### config.mk
export PLATFORM = sky130hd
export DESIGN_NAME = tcgr_cursor
export DESIGN_NICKNAME = d
export VERILOG_FILES = /design/src/text_console_glyph_renderer_defines.svh /design/src/tcgr_pkg.sv /design/src/tcgr_cursor.sv
export SDC_FILE = /design/constraint.sdc
export NUM_CORES = 1
export LEC_CHECK = 0
export BUFFER_PORTS_ARGS = -buffer_cell sky130_fd_sc_hd__buf_2
export CAP_MARGIN = 5
export CORE_ASPECT_RATIO = 2
export CORE_MARGIN = 5
export CORE_UTILIZATION = 60
export CTS_BUF_LIST = sky130_fd_sc_hd__clkbuf_8
export CTS_CLUSTER_SIZE = 12
export DETAILED_ROUTE_END_ITERATION = 8
export PLACE_DENSITY = 0.81
export SLEW_MARGIN = 0
export SYNTH_ARGS = -nofsm -noshare
export SYNTH_HDL_FRONTEND = slang
export SYNTH_SLANG_ARGS = --single-unit
export TNS_END_PERCENT = 100
### constraint.sdc
create_clock -name aclk -period 31.1 [get_ports aclk]
set_input_delay 9.33 -clock aclk [delete_from_list [all_inputs] [get_ports aclk]]
set_output_delay 9.33 -clock aclk [all_outputs]
set_load 0.01 [all_outputs]
### src/text_console_glyph_renderer_defines.svh
`ifndef TEXT_CONSOLE_GLYPH_RENDERER_DEFINES_SVH
`define TEXT_CONSOLE_GLYPH_RENDERER_DEFINES_SVH

// same-cycle implication, checked outside reset
`define TCGR_ASSERT_IMP(lbl, clk, rstn, ante, cons, msg) \
    lbl: assert property (@(posedge clk) disable iff (!rstn) (ante) |-> (cons)) \
        else $error(msg);

// next-cycle implication, checked outside reset
`define TCGR_ASSERT_NXT(lbl, clk, rstn, ante, cons, msg) \
    lbl: assert property (@(posedge clk) disable iff (!rstn) (ante) |=> (cons)) \
        else $error(msg);

`endif

### src/tcgr_pkg.sv
`default_nettype none

package tcgr_pkg;

    localparam int COLUMNS      = 88;
    localparam int ROWS         = 30;
    localparam int LINE_PITCH   = 800;
    localparam int CELL_WIDTH   = 9;
    localparam int GLYPH_HEIGHT = 16;

    localparam int ADDR_W     = 19;
    localparam int COL_W      = 7;
    localparam int ROW_W      = 5;
    localparam int CODE_W     = 8;
    localparam int GROW_W     = 4;
    localparam int FONT_AW    = CODE_W + GROW_W;
    localparam int CNT_W      = $clog2(GLYPH_HEIGHT + 1);
    localparam int ROW_STRIDE = GLYPH_HEIGHT * LINE_PITCH;

    localparam int COL_DIV       = COLUMNS + 1;
    localparam int ROW_DIV       = ROWS + 1;
    localparam int COL_MOD_STEPS = 255 / COL_DIV;
    localparam int ROW_MOD_STEPS = 255 / ROW_DIV;

    localparam logic [CODE_W-1:0] CODE_TAB = 8'd9;
    localparam logic [CODE_W-1:0] CODE_NL  = 8'd10;
    localparam logic [CODE_W-1:0] CODE_CR  = 8'd13;

    typedef enum logic [1:0] {
        OP_PUT  = 2'd0,
        OP_SET  = 2'd1,
        OP_LOAD = 2'd2,
        OP_HOME = 2'd3
    } op_t;

    typedef enum logic {
        ST_IDLE = 1'b0,
        ST_DRAW = 1'b1
    } state_t;

    typedef struct packed {
        logic              en;
        op_t               op;
        logic [CODE_W-1:0] code;
        logic [7:0]        column;
        logic [7:0]        line;
    } cursor_req_t;

    typedef struct packed {
        logic              draw;
        logic [ADDR_W-1:0] base_addr;
    } cursor_stat_t;

    function automatic logic [COL_W-1:0] mod_col(input logic [7:0] v);
        logic [7:0] r;
        r = v;
        for (int k = 0; k < COL_MOD_STEPS; k++) begin
            if (r >= 8'(COL_DIV)) begin
                r = r - 8'(COL_DIV);
            end
        end
        return r[COL_W-1:0];
    endfunction

    function automatic logic [ROW_W-1:0] mod_row(input logic [7:0] v);
        logic [7:0] r;
        r = v;
        for (int k = 0; k < ROW_MOD_STEPS; k++) begin
            if (r >= 8'(ROW_DIV)) begin
                r = r - 8'(ROW_DIV);
            end
        end
        return r[ROW_W-1:0];
    endfunction

    function automatic logic [ROW_W-1:0] next_row(input logic [ROW_W-1:0] r);
        logic [ROW_W-1:0] n;
        n = r + ROW_W'(1);
        if (n >= ROW_W'(ROWS) || n == '0) begin
            n = ROW_W'(ROWS - 1);
        end
        return n;
    endfunction

endpackage

`default_nettype wire

### src/tcgr_cursor.sv
`default_nettype none

module tcgr_cursor (
    input  wire logic                   aclk,
    input  wire logic                   aresetn,
    input  wire tcgr_pkg::cursor_req_t  req,
    output tcgr_pkg::cursor_stat_t      stat
);

    logic [tcgr_pkg::COL_W-1:0] col_reg, col_next, col_inc;
    logic [tcgr_pkg::ROW_W-1:0] row_reg, row_next;
    logic                       is_ctrl;
    logic [31:0]                base_wide;

    assign is_ctrl = (req.code == tcgr_pkg::CODE_NL) || (req.code == tcgr_pkg::CODE_CR) ||
                     (req.code == tcgr_pkg::CODE_TAB);
    assign col_inc = col_reg + tcgr_pkg::COL_W'(1);

    assign base_wide = 32'(row_reg) * 32'(tcgr_pkg::ROW_STRIDE) +
                       32'(col_reg) * 32'(tcgr_pkg::CELL_WIDTH);
    assign stat.base_addr = base_wide[tcgr_pkg::ADDR_W-1:0];
    assign stat.draw      = req.en && (req.op == tcgr_pkg::OP_PUT) && !is_ctrl;

    always_comb begin
        col_next = col_reg;
        row_next = row_reg;
        if (req.en) begin
            unique case (req.op)
                tcgr_pkg::OP_PUT: begin
                    if (req.code == tcgr_pkg::CODE_NL) begin
                        col_next = '0;
                        row_next = tcgr_pkg::next_row(row_reg);
                    end else if (req.code == tcgr_pkg::CODE_CR) begin
                        col_next = '0;
                    end else if (req.code == tcgr_pkg::CODE_TAB) begin
                        col_next = {col_reg[tcgr_pkg::COL_W-1:3] + 4'd1, 3'd0};
                    end else if (col_inc >= tcgr_pkg::COL_W'(tcgr_pkg::COLUMNS) ||
                                 col_inc == '0) begin
                        col_next = '0;
                        row_next = tcgr_pkg::next_row(row_reg);
                    end else begin
                        col_next = col_inc;
                    end
                end
                tcgr_pkg::OP_SET: begin
                    col_next = tcgr_pkg::mod_col(req.column);
                    row_next = tcgr_pkg::mod_row(req.line);
                end
                tcgr_pkg::OP_LOAD: begin
                    col_next = col_reg;
                end
                tcgr_pkg::OP_HOME: begin
                    col_next = '0;
                    row_next = '0;
                end
                default: begin
                    col_next = col_reg;
                end
            endcase
        end
    end

    always_ff @(posedge aclk) begin
        if (!aresetn) begin
            col_reg <= '0;
            row_reg <= '0;
        end else begin
            col_reg <= col_next;
            row_reg <= row_next;
        end
    end

endmodule

`default_nettype wire

==> results.sh, run 1 <==
export IMPL_cts_setup_buffers=0
export IMPL_async_flop_share_pct=0
export IMPL_dpl_hpwl_mm=11.6
export IMPL_clock_path_buffers=2
export IMPL_pwr_share_comb_pct=87.0
export IMPL_dr_pass1_iters=8
export IMPL_worstPathArrival_ns=10.67
export IMPL_core_um2=7940
export IMPL_cts_buffers=3
export IMPL_r2r_start="col_reg[0]"
export IMPL_yosysTopAreaCell="ha_1"
export IMPL_finalCriticalPeriod_ns=20.00
export IMPL_netlist_top_cells_area="ha_1 (12%), xnor2_1 (5.6%), nand2_1 (5.6%)"
export IMPL_rrSetupSlack_ns=27.69
export IMPL_clockRootBuffer="clkbuf_8"
export IMPL_netlist_instances=679
export IMPL_hold_ws_ns=0.599
export IMPL_grt_util_all_layers_pct=27.4
export IMPL_ir_worst_vdd_v=0.0000422
export IMPL_grt_pass1_vias=5482
export IMPL_die_h_um=137
export IMPL_h_tree_depth=1
export IMPL_die_area_um2=10100
export IMPL_rsz0062_at_grt="no"
export IMPL_path_common_cell="buf_2"
export IMPL_drive_gt1_share_pct=13.4
export IMPL_n_antenna_cell=0
export IMPL_largest_reg_flops=7
export IMPL_yosysUniqueCellTypes=90
export IMPL_hold_start="col_reg[6]"
export IMPL_ys_ff_latch=12
export IMPL_hold_depth=2
export IMPL_grt_use_met1_pct=23.0
export IMPL_portBuffers=48
export IMPL_synth_xor_area_share_pct=8.85
export IMPL_synthAdderAreaFrac_pct=12.7
export IMPL_die_w_um=73.6
export IMPL_gp_congestion=1.04
export IMPL_place_inst=800
export IMPL_post_cts_resized=0
export IMPL_cts_hold_buffers=0
export IMPL_finalWorstSetupSlack_ns=11.10
export IMPL_remaining_drc_errors=0
export IMPL_cts_tree="yes"
export IMPL_max_freq_ghz=0.0500
export IMPL_cp_slowest_cell="or3b_2"
export IMPL_crit_buf_inv=2
export IMPL_hold_path_class="flop to flop"
export IMPL_yosys_area_share_simple_pct=28.6
export IMPL_antenna_found_initial=0
export IMPL_p_clk_share_pct=5.4
export IMPL_cp_data_required_time_ns=21.77
export IMPL_rows=46
export IMPL_finalHoldViolCount=0
export IMPL_post_route_period_util_pct=64.3
export IMPL_setup_viol=0
export IMPL_gr_usage_met2_pct=55.7
export IMPL_grtUsageMet3_pct=2.13
export IMPL_critical_path_max_stage_delay_ns=0.50
export IMPL_grt_busiest_layer="met2"
export IMPL_detail_route_antenna_nets=0
export IMPL_outcome="finished, final reports clean"
export IMPL_p_sw_w=0.000186
export IMPL_wire_per_inst_um=17.9
export IMPL_slew_limit_headroom_pct=39.5
export IMPL_reg2regPathDepth=11
export IMPL_synth_top_family_by_area="compound AO/OA/AOI/OAI gates"
export IMPL_crit_family="simple AND/OR/NAND/NOR gates"
export IMPL_via_per_inst=7.00
export IMPL_leakagePower_nw=2.23
export IMPL_initial_core_util_pct=61.1
export IMPL_path_max_fanout=4
export IMPL_max_cap_violations=0
export IMPL_power_density_nw_per_um2=63.1
export IMPL_synth_avg_cell_area_um2=7.14
export IMPL_pwr_share_seq_pct=7.5
export IMPL_ioPinCount=49
export IMPL_finalNetCount=786
export IMPL_synthMuxAreaShare_pct=4.41
export IMPL_path_cells="buf_2, or3b_2, o21a_1, and2_1, and3_1, buf_2"
export IMPL_min_to="col_reg[6]"
export IMPL_cts_sinks=12
export IMPL_tightest_slew_ns=0.905
export IMPL_swShare_pct=57.2
export IMPL_grt_pass1_wl_mm=22.9
export IMPL_syn_to_final_growth_pct=6.01
export IMPL_syn_num_nets=756
export IMPL_yosysSeqAreaShare_pct=4.95
export IMPL_power_internal_w=0.000139
export IMPL_vias=5630
export IMPL_synth_main_ff_cell="dfxtp_1"
export IMPL_grt_max_degree=21
export IMPL_syn_area_um2=4850
export IMPL_clk_pin_slew_ns=0.05
export IMPL_worstSetupStartpointType="input port"
export IMPL_synth_edff_count=0
export IMPL_stdcell_count=804
export IMPL_synth_top_area_share_pct=11.9
export IMPL_clk_latency_ns=0.25
export IMPL_r2r_end="row_reg[3]"
export IMPL_yosys_warnings=0
export IMPL_drt_wl_total_mm=14.4
export IMPL_criticalPathCategory="input port to output pin"
export IMPL_dr_first_iter_drc_count=419
export IMPL_fill_cells=745
export IMPL_dp_slack_ns=11.12
export IMPL_synth_compound_area_share_pct=35.7
export IMPL_finalSetupTns_ns=0
export IMPL_clock_skew_final_ns=0.00553
export IMPL_grt_overflow_total=0
export IMPL_endpoint_kind="output pin"
export IMPL_slew_violations=0
## routing by layer
| layer | wire length (µm) | share of wire, % |
|---|---|---|
| met5 | 0 | 0 |
| met4 | 883 | 6.1 |
| met1 | 4720 | 33 |
| met2 | 8240 | 57 |
| met3 | 529 | 3.7 |
## metrics by stage
step	instance area (µm²)	power (W)	utilization (%)
finish	5140	0.000324	64.7
CTS	5140	0.000317	64.7
global route	5140	0.000350	64.7
global placement	5090	0.000289	64.1
detailed placement	5090	0.000298	64.1
floorplan	4850	0.000238	-
## power by group through the flow
stage | sequential [W] | combinational, W | clock, W
after floorplan | 0.0000217 | 0.000216 | 0
after global placement | 0.0000245 | 0.000264 | 0
after detailed placement | 0.0000245 | 0.000273 | 0
after CTS | 0.0000243 | 0.000276 | 0.0000172
after global routing | 0.0000251 | 0.000307 | 0.0000179
final | 0.0000245 | 0.000282 | 0.0000176
## cells by family after synthesis
family | Yosys count
compound gates | 237
xor+xnor | 49
fa+ha+maj | 48
buf+inv | 51
flops | 12
mux | 19
simple gates | 263
## synth_stat cells (all sizes together) (10+ instances only)
library cell and instances:
nand2 72, nor2 53, ha 46, a21oi 42, o21ai 40, xnor2 31, inv 27, nand3 21
nor3 20, xor2 18, and2 16, a31oi 13, clkbuf 13, mux2 13, and3 12, dfxtp 12
a21boi 11, a21o 11, buf 11, a211oi 10, nand4 10, nor4 10, o31ai 10
## final cells by class
type | instances | area [µm²] | share of cell area [%]
Inverter | 27 | 101 | 1.97
Sequential cell | 12 | 240 | 4.67
Timing Repair Buffer | 49 | 248 | 4.82
Tap cell | 96 | 120 | 2.34
Multi-Input combinational cell | 616 | 4380 | 85.1
Clock buffer | 4 | 55.1 | 1.07
## worst max path at each step
stage	startpoint	end	depth (start not counted)
6_report	req[16]	stat[19]	6
5_1_grt	req[0]	row_reg[2]	37
4_1_cts	req[18]	stat[19]	6
3_5_place_dp	req[18]	stat[19]	6
3_3_place_gp	req[18]	stat[19]	6
2_1_floorplan	req[16]	stat[19]	4
## worst reg2reg max path: cells and delay by family, from the launching register on
| kind | cells | cell delay, ns |
|---|---|---|
| DFF | 1 | 0.46 |
| and+or+nand+nor | 7 | 1.47 |
| xor gates and xnor gates | 1 | 0.28 |
| adders and majority gates | 1 | 0.25 |
| AOI/OAI and AO/OA | 2 | 0.82 |
## layout by cell type, fill, tap and decap left out, types with 6 or more instances in the layout
cell type and n:
nand2_1 72, nor2_1 53, buf_2 48, ha_1 46, a21oi_1 42, o21ai_0 35, xnor2_1 31, inv_1 27
nand3_1 21, xor2_1 18, and2_1 16, nor3_1 16, a31oi_1 13, and3_1 12, dfxtp_1 12, a21o_1 11
mux2_2 11, a21boi_0 10, nand4_1 10, nor4_1 10, nand2b_1 9, o31ai_1 9, o21a_1 9, o211ai_1 9
a211oi_1 8, o2111ai_1 6, mux2i_1 6, o22ai_1 6
(Power assumes the default switching activity.)
==> inputs of run 2 (changes only) <==
--- a/config.mk
+++ b/config.mk
@@ -9,11 +9,11 @@
 export CAP_MARGIN = 5
 export CORE_ASPECT_RATIO = 2
 export CORE_MARGIN = 5
-export CORE_UTILIZATION = 60
+export CORE_UTILIZATION = 57
 export CTS_BUF_LIST = sky130_fd_sc_hd__clkbuf_8
 export CTS_CLUSTER_SIZE = 12
 export DETAILED_ROUTE_END_ITERATION = 8
-export PLACE_DENSITY = 0.81
+export PLACE_DENSITY = 0.8
 export SLEW_MARGIN = 0
 export SYNTH_ARGS = -nofsm -noshare
 export SYNTH_HDL_FRONTEND = slang
==> constraint.sdc (replaced) <==
create_clock -name aclk -period 16.25 [get_ports aclk]
set_input_delay 4.875 -clock aclk [delete_from_list [all_inputs] [get_ports aclk]]
set_output_delay 4.875 -clock aclk [all_outputs]
set_load 0.01 [all_outputs]
==> run 2 against run 1 <==
- hold slack lost 0.013 ns
- die area grew 4.7%
- sequential power rose by 89%
- non-clock buffer count stayed put
- sequential share of layout area unchanged
- core utilization decreased by 2.7 points
- sequential cell count unchanged
- first-iteration DRC count shrank 36%
==> results.sh, run 2 (synthesis results as in run 1) <==
export IMPL_grtUsageMet3_pct=2.37
export IMPL_portBuffers=48
export IMPL_tightest_slew_ns=0.970
export IMPL_core_um2=8290
export IMPL_r2r_start="col_reg[1]"
export IMPL_path_depth=37
export IMPL_dr_pass1_iters=5
export IMPL_cts_hold_buffers=0
export IMPL_grt_util_all_layers_pct=26.9
export IMPL_drt_wl_total_mm=14.3
export IMPL_finalCriticalPeriod_ns=14.57
export IMPL_pwr_share_seq_pct=7.6
export IMPL_antenna_found_initial=0
export IMPL_dr_first_iter_drc_count=270
export IMPL_pwr_share_comb_pct=86.8
export IMPL_slew_violations=0
export IMPL_fill_cells=756
export IMPL_gp_congestion=0.977
export IMPL_grt_pass1_vias=5470
export IMPL_final_cell_mix="nand2_1 (72), nor2_1 (53), buf_2 (49)"
export IMPL_die_area_um2=10600
export IMPL_gr_usage_met2_pct=51.9
export IMPL_cp_slowest_cell="a21boi_1"
export IMPL_syn_to_final_growth_pct=6.01
export IMPL_clockRootBuffer="clkbuf_8"
export IMPL_grt_use_met1_pct=26.6
export IMPL_post_cts_resized=0
export IMPL_clock_path_buffers=2
export IMPL_p_clk_share_pct=5.6
export IMPL_finalHoldViolCount=0
export IMPL_path_common_cell="ha_1"
export IMPL_dpl_hpwl_mm=11.7
export IMPL_setup_viol=0
export IMPL_cts_tree="yes"
export IMPL_via_per_inst=6.87
export IMPL_swShare_pct=56.2
export IMPL_clock_skew_final_ns=0.000765
export IMPL_critPathLaunch="req[0]"
export IMPL_drive_gt1_share_pct=13.4
export IMPL_criticalPathCategory="input port to flop"
export IMPL_leakagePower_nw=2.22
export IMPL_cts_buffers=3
export IMPL_largest_reg_flops=7
export IMPL_grt_pass1_wl_mm=23.9
export IMPL_finalSetupTns_ns=0
export IMPL_h_tree_depth=1
export IMPL_hold_path_class="flop to flop"
export IMPL_rsz0062_at_grt="no"
export IMPL_detail_route_antenna_nets=0
export IMPL_initial_core_util_pct=58.5
export IMPL_cts_setup_buffers=0
export IMPL_rows=47
export IMPL_wire_per_inst_um=17.7
export IMPL_power_density_nw_per_um2=118
export IMPL_grt_busiest_layer="met2"
export IMPL_clk_pin_slew_ns=0.06
export IMPL_endpoint_kind="flop"
export IMPL_final_core_util_pct=62.0
export IMPL_finalNetCount=786
export IMPL_r2r_end="row_reg[3]"
export IMPL_rrSetupSlack_ns=12.83
export IMPL_crit_family="compound AO/OA/AOI/OAI gates"
export IMPL_worstSetupStartpointType="input port"
export IMPL_crit_buf_inv=3
export IMPL_reg2regPathDepth=11
export IMPL_post_route_period_util_pct=89.7
export IMPL_grt_overflow_total=0
export IMPL_max_freq_ghz=0.0686
export IMPL_ir_worst_vdd_v=0.000133
export IMPL_critical_path_max_stage_delay_ns=0.53
export IMPL_layout_commonest_cell="nand2_1"
export IMPL_vias=5536
export IMPL_outcome="finished, final reports clean"
export IMPL_slew_limit_headroom_pct=35.2
export IMPL_clk_latency_ns=0.24
export IMPL_grt_max_degree=21
export IMPL_p_sw_w=0.000341
export IMPL_die_h_um=140
export IMPL_ioPinCount=49
export IMPL_critPathCapture="row_reg[2]"
export IMPL_power_internal_w=0.000266
export IMPL_max_cap_violations=0
export IMPL_worstPathArrival_ns=14.73
export IMPL_remaining_drc_errors=0
export IMPL_die_w_um=75.2
export IMPL_path_max_fanout=13
export IMPL_cts_sinks=12
export IMPL_n_antenna_cell=0
export IMPL_cp_data_required_time_ns=16.41
[run 2: area by class of cell]
cell class                      instances  area, µm²  share of cell area (%)
Timing Repair Buffer                   49        245                    4.77
Sequential cell                        12        240                    4.67
Tap cell                               98        123                    2.38
Inverter                               27        101                    1.97
Clock buffer                            4       55.1                    1.07
Multi-Input combinational cell        616       4380                    85.1
[run 2: layer usage]
layer / up-vias / share of wire [%]
met5: - / 0
met2: 221 / 56
met1: 2577 / 35
met3: 63 / 3.9
met4: 0 / 5.0
li1: 2675 / -
[run 2: how the worst min path moves through the flow]
stage,start,endpoint,slack [ns],cells past startpoint
global route,col_reg[6],col_reg[6],0.63,2
floorplan,col_reg[6],col_reg[6],0.54,2
detailed placement,col_reg[6],col_reg[6],0.58,2
CTS,col_reg[6],col_reg[6],0.59,2
finish,col_reg[6],col_reg[6],0.59,2
global placement,col_reg[6],col_reg[6],0.58,2
[run 2: power groups by stage]
stage | Combinational (W) | Clock (W) | Sequential [W]
floorplan | 0.000413 | 0 | 0.0000416
global placement | 0.000495 | 0 | 0.0000467
detailed placement | 0.000514 | 0 | 0.0000470
CTS | 0.000519 | 0.0000336 | 0.0000464
global route | 0.000579 | 0.0000347 | 0.0000481
finish | 0.000527 | 0.0000337 | 0.0000464
[run 2: worst register-to-register path: stages, from the launching register on]
cell	delay [ns]
dfxtp_1	0.46
ha_1	0.27
nand3_1	0.12
xnor2_1	0.30
nand2_1	0.08
and3_1	0.21
or2_2	0.33
nand2b_1	0.15
a21oi_1	0.66
nand2_1	0.22
nor4_1	0.38
a211oi_2	0.11
[run 2: stage by stage]
step	cells	hold WS [ns]	instance area, µm²	total power, W	setup WS (ns)
floorplan	679	0.540	4850	0.000455	3.06
global placement	801	0.579	5080	0.000542	2.04
detailed placement	801	0.578	5080	0.000561	1.61
CTS	805	0.587	5140	0.000599	1.83
global route	806	0.626	5140	0.000662	0.892
finish	806	0.586	5140	0.000607	1.68
==> inputs of run 3 (changes only) <==
--- a/config.mk
+++ b/config.mk
@@ -5,7 +5,7 @@
 export SDC_FILE = /design/constraint.sdc
 export NUM_CORES = 1
 export LEC_CHECK = 0
-export BUFFER_PORTS_ARGS = -buffer_cell sky130_fd_sc_hd__buf_2
+export BUFFER_PORTS_ARGS = -buffer_cell sky130_fd_sc_hd__buf_4
 export CAP_MARGIN = 5
 export CORE_ASPECT_RATIO = 2
 export CORE_MARGIN = 5
==> run 3 against run 2 <==
- hold slack gained 0.013 ns
- via count shrank 1.1%
- critical path type unchanged
- design area grew 2.1%
- non-clock buffer count is the same
- largest cell class unchanged
==> results.sh, run 3 (synthesis results as in run 1) <==
export IMPL_outcome="finished, final reports clean"
export IMPL_grt_util_all_layers_pct=26.4
export IMPL_rsz0062_at_grt="no"
export IMPL_crit_buf_inv=3
export IMPL_drt_wl_total_mm=13.9
export IMPL_setup_viol=0
export IMPL_max_cap_violations=0
export IMPL_rows=47
export IMPL_ir_worst_vdd_v=0.000130
export IMPL_die_area_um2=10600
export IMPL_finalSetupTns_ns=0
export IMPL_gp_congestion=0.959
export IMPL_seq_area_um2=240
export IMPL_wire_per_inst_um=17.2
export IMPL_path_depth=37
export IMPL_p_clk_share_pct=4.4
export IMPL_clock_skew_final_ns=0.00448
export IMPL_critical_path_max_stage_delay_ns=0.54
export IMPL_fill_cells=748
export IMPL_hold_path_class="flop to flop"
export IMPL_portBuffers=48
export IMPL_antenna_found_initial=0
export IMPL_drive_gt1_share_pct=13.3
export IMPL_multi_input_area_um2=4380
export IMPL_max_freq_ghz=0.0691
export IMPL_dpl_hpwl_mm=11.5
export IMPL_final_core_util_pct=63.3
export IMPL_finalHoldViolCount=0
export IMPL_die_h_um=140
export IMPL_slew_violations=0
export IMPL_h_tree_depth=1
export IMPL_via_per_inst=6.80
export IMPL_cts_setup_buffers=0
export IMPL_pwr_share_seq_pct=7.6
export IMPL_clk_pin_slew_ns=0.05
export IMPL_crit_family="compound AO/OA/AOI/OAI gates"
export IMPL_detail_route_antenna_nets=0
export IMPL_vias=5473
export IMPL_remaining_drc_errors=0
export IMPL_path_max_fanout=13
export IMPL_grt_pass1_wl_mm=23.1
export IMPL_post_cts_resized=0
export IMPL_pwr_share_comb_pct=88.0
export IMPL_clockRootBuffer="clkbuf_8"
export IMPL_n_antenna_cell=0
export IMPL_dr_first_iter_drc_count=224
export IMPL_layout_commonest_cell="nand2_1"
export IMPL_worstSetupStartpointType="input port"
export IMPL_ioPinCount=49
export IMPL_swShare_pct=55.6
export IMPL_criticalPathCategory="input port to flop"
export IMPL_slew_limit_headroom_pct=44.0
export IMPL_hold_depth=2
export IMPL_dr_pass1_iters=5
export IMPL_worstPathArrival_ns=14.59
export IMPL_initial_core_util_pct=58.5
export IMPL_cp_data_required_time_ns=16.36
export IMPL_cp_slowest_cell="a21boi_1"
export IMPL_cts_sinks=12
export IMPL_largest_reg_flops=7
export IMPL_clock_path_buffers=2
export IMPL_die_w_um=75.2
export IMPL_grt_max_degree=21
export IMPL_power_density_nw_per_um2=116
export IMPL_cts_tree="yes"
export IMPL_syn_to_final_growth_pct=8.25
export IMPL_p_sw_w=0.000340
export IMPL_tightest_slew_ns=0.839
export IMPL_path_common_cell="ha_1"
export IMPL_clk_latency_ns=0.24
export IMPL_finalCriticalPeriod_ns=14.48
export IMPL_post_route_period_util_pct=89.1
export IMPL_cts_hold_buffers=0
export IMPL_p_total_w=0.000612
export IMPL_reg2regPathDepth=11
export IMPL_grt_overflow_total=0
export IMPL_core_um2=8290
export IMPL_power_internal_w=0.000271
export IMPL_cts_buffers=3
export IMPL_finalNetCount=786
export IMPL_leakagePower_nw=2.25
export IMPL_endpoint_kind="flop"
export IMPL_final_cell_mix="nand2_1 (72), nor2_1 (53), buf_4 (49)"
export IMPL_grt_pass1_vias=5284
[run 3: changes by cell type in the layout (fill, tap and decap cells not counted)]
cell	delta
buf_2	-49
buf_4	+49
a21boi_0	-1
a21boi_1	+1
clkbuf_8	-1
[run 3: power by group through the flow]
stage          clock network [W]  registers, W  logic, W
2_1_floorplan                  0     0.0000416  0.000413
4_1_cts                0.0000274     0.0000462  0.000532
3_5_place_dp                   0     0.0000467  0.000528
6_report               0.0000269     0.0000462  0.000539
5_1_grt                0.0000281     0.0000477  0.000593
3_3_place_gp                   0     0.0000466  0.000510
[run 3: final cells by class]
type	instances	area share [%]
inverters	27	1.93
repair buffers	49	7.01
multi-input cells	616	83.4
well taps	98	2.34
flip-flops and latches	12	4.57
clock buffers	3	0.786
[run 3: path summary, 6_finish.rpt]
kind	start	end	slack (ns)
min reg2reg	col_reg[6]	col_reg[6]	0.60
max reg2reg	col_reg[0]	row_reg[3]	12.87
max	req[0]	row_reg[1]	1.77
min	col_reg[6]	col_reg[6]	0.60
[run 3: metrics by stage]
step                setup WS [ns]  hold WS [ns]  instance area (µm²)  cells
floorplan                    3.06         0.540                 4850    679
global placement             2.09         0.570                 5210    802
detailed placement           1.69         0.592                 5210    802
CTS                          1.92         0.601                 5250    805
global route                 1.02         0.622                 5250    805
finish                       1.77         0.600                 5250    805
[run 3: worst register-to-register path: stages, from the launching register on]
cell and delay, ns:
dfxtp_1 0.46, ha_1 0.26, nand3_1 0.11, xnor2_1 0.28, nand2_1 0.08, and3_1 0.20
or2_2 0.33, nand2b_1 0.15, a21oi_1 0.67, nand2_1 0.21, nor4_1 0.40, a211oi_2 0.12
[run 3: layer usage]
layer | wire [µm] | global-route usage, % | part of all wire, % | vias to the layer above
met5 | 0 | 0 | 0 | -
met2 | 7860 | 51.3 | 57 | 183
met1 | 4980 | 27.0 | 36 | 2571
met4 | 586 | 11.1 | 4.2 | 0
li1 | - | - | - | 2670
met3 | 457 | 1.79 | 3.3 | 49
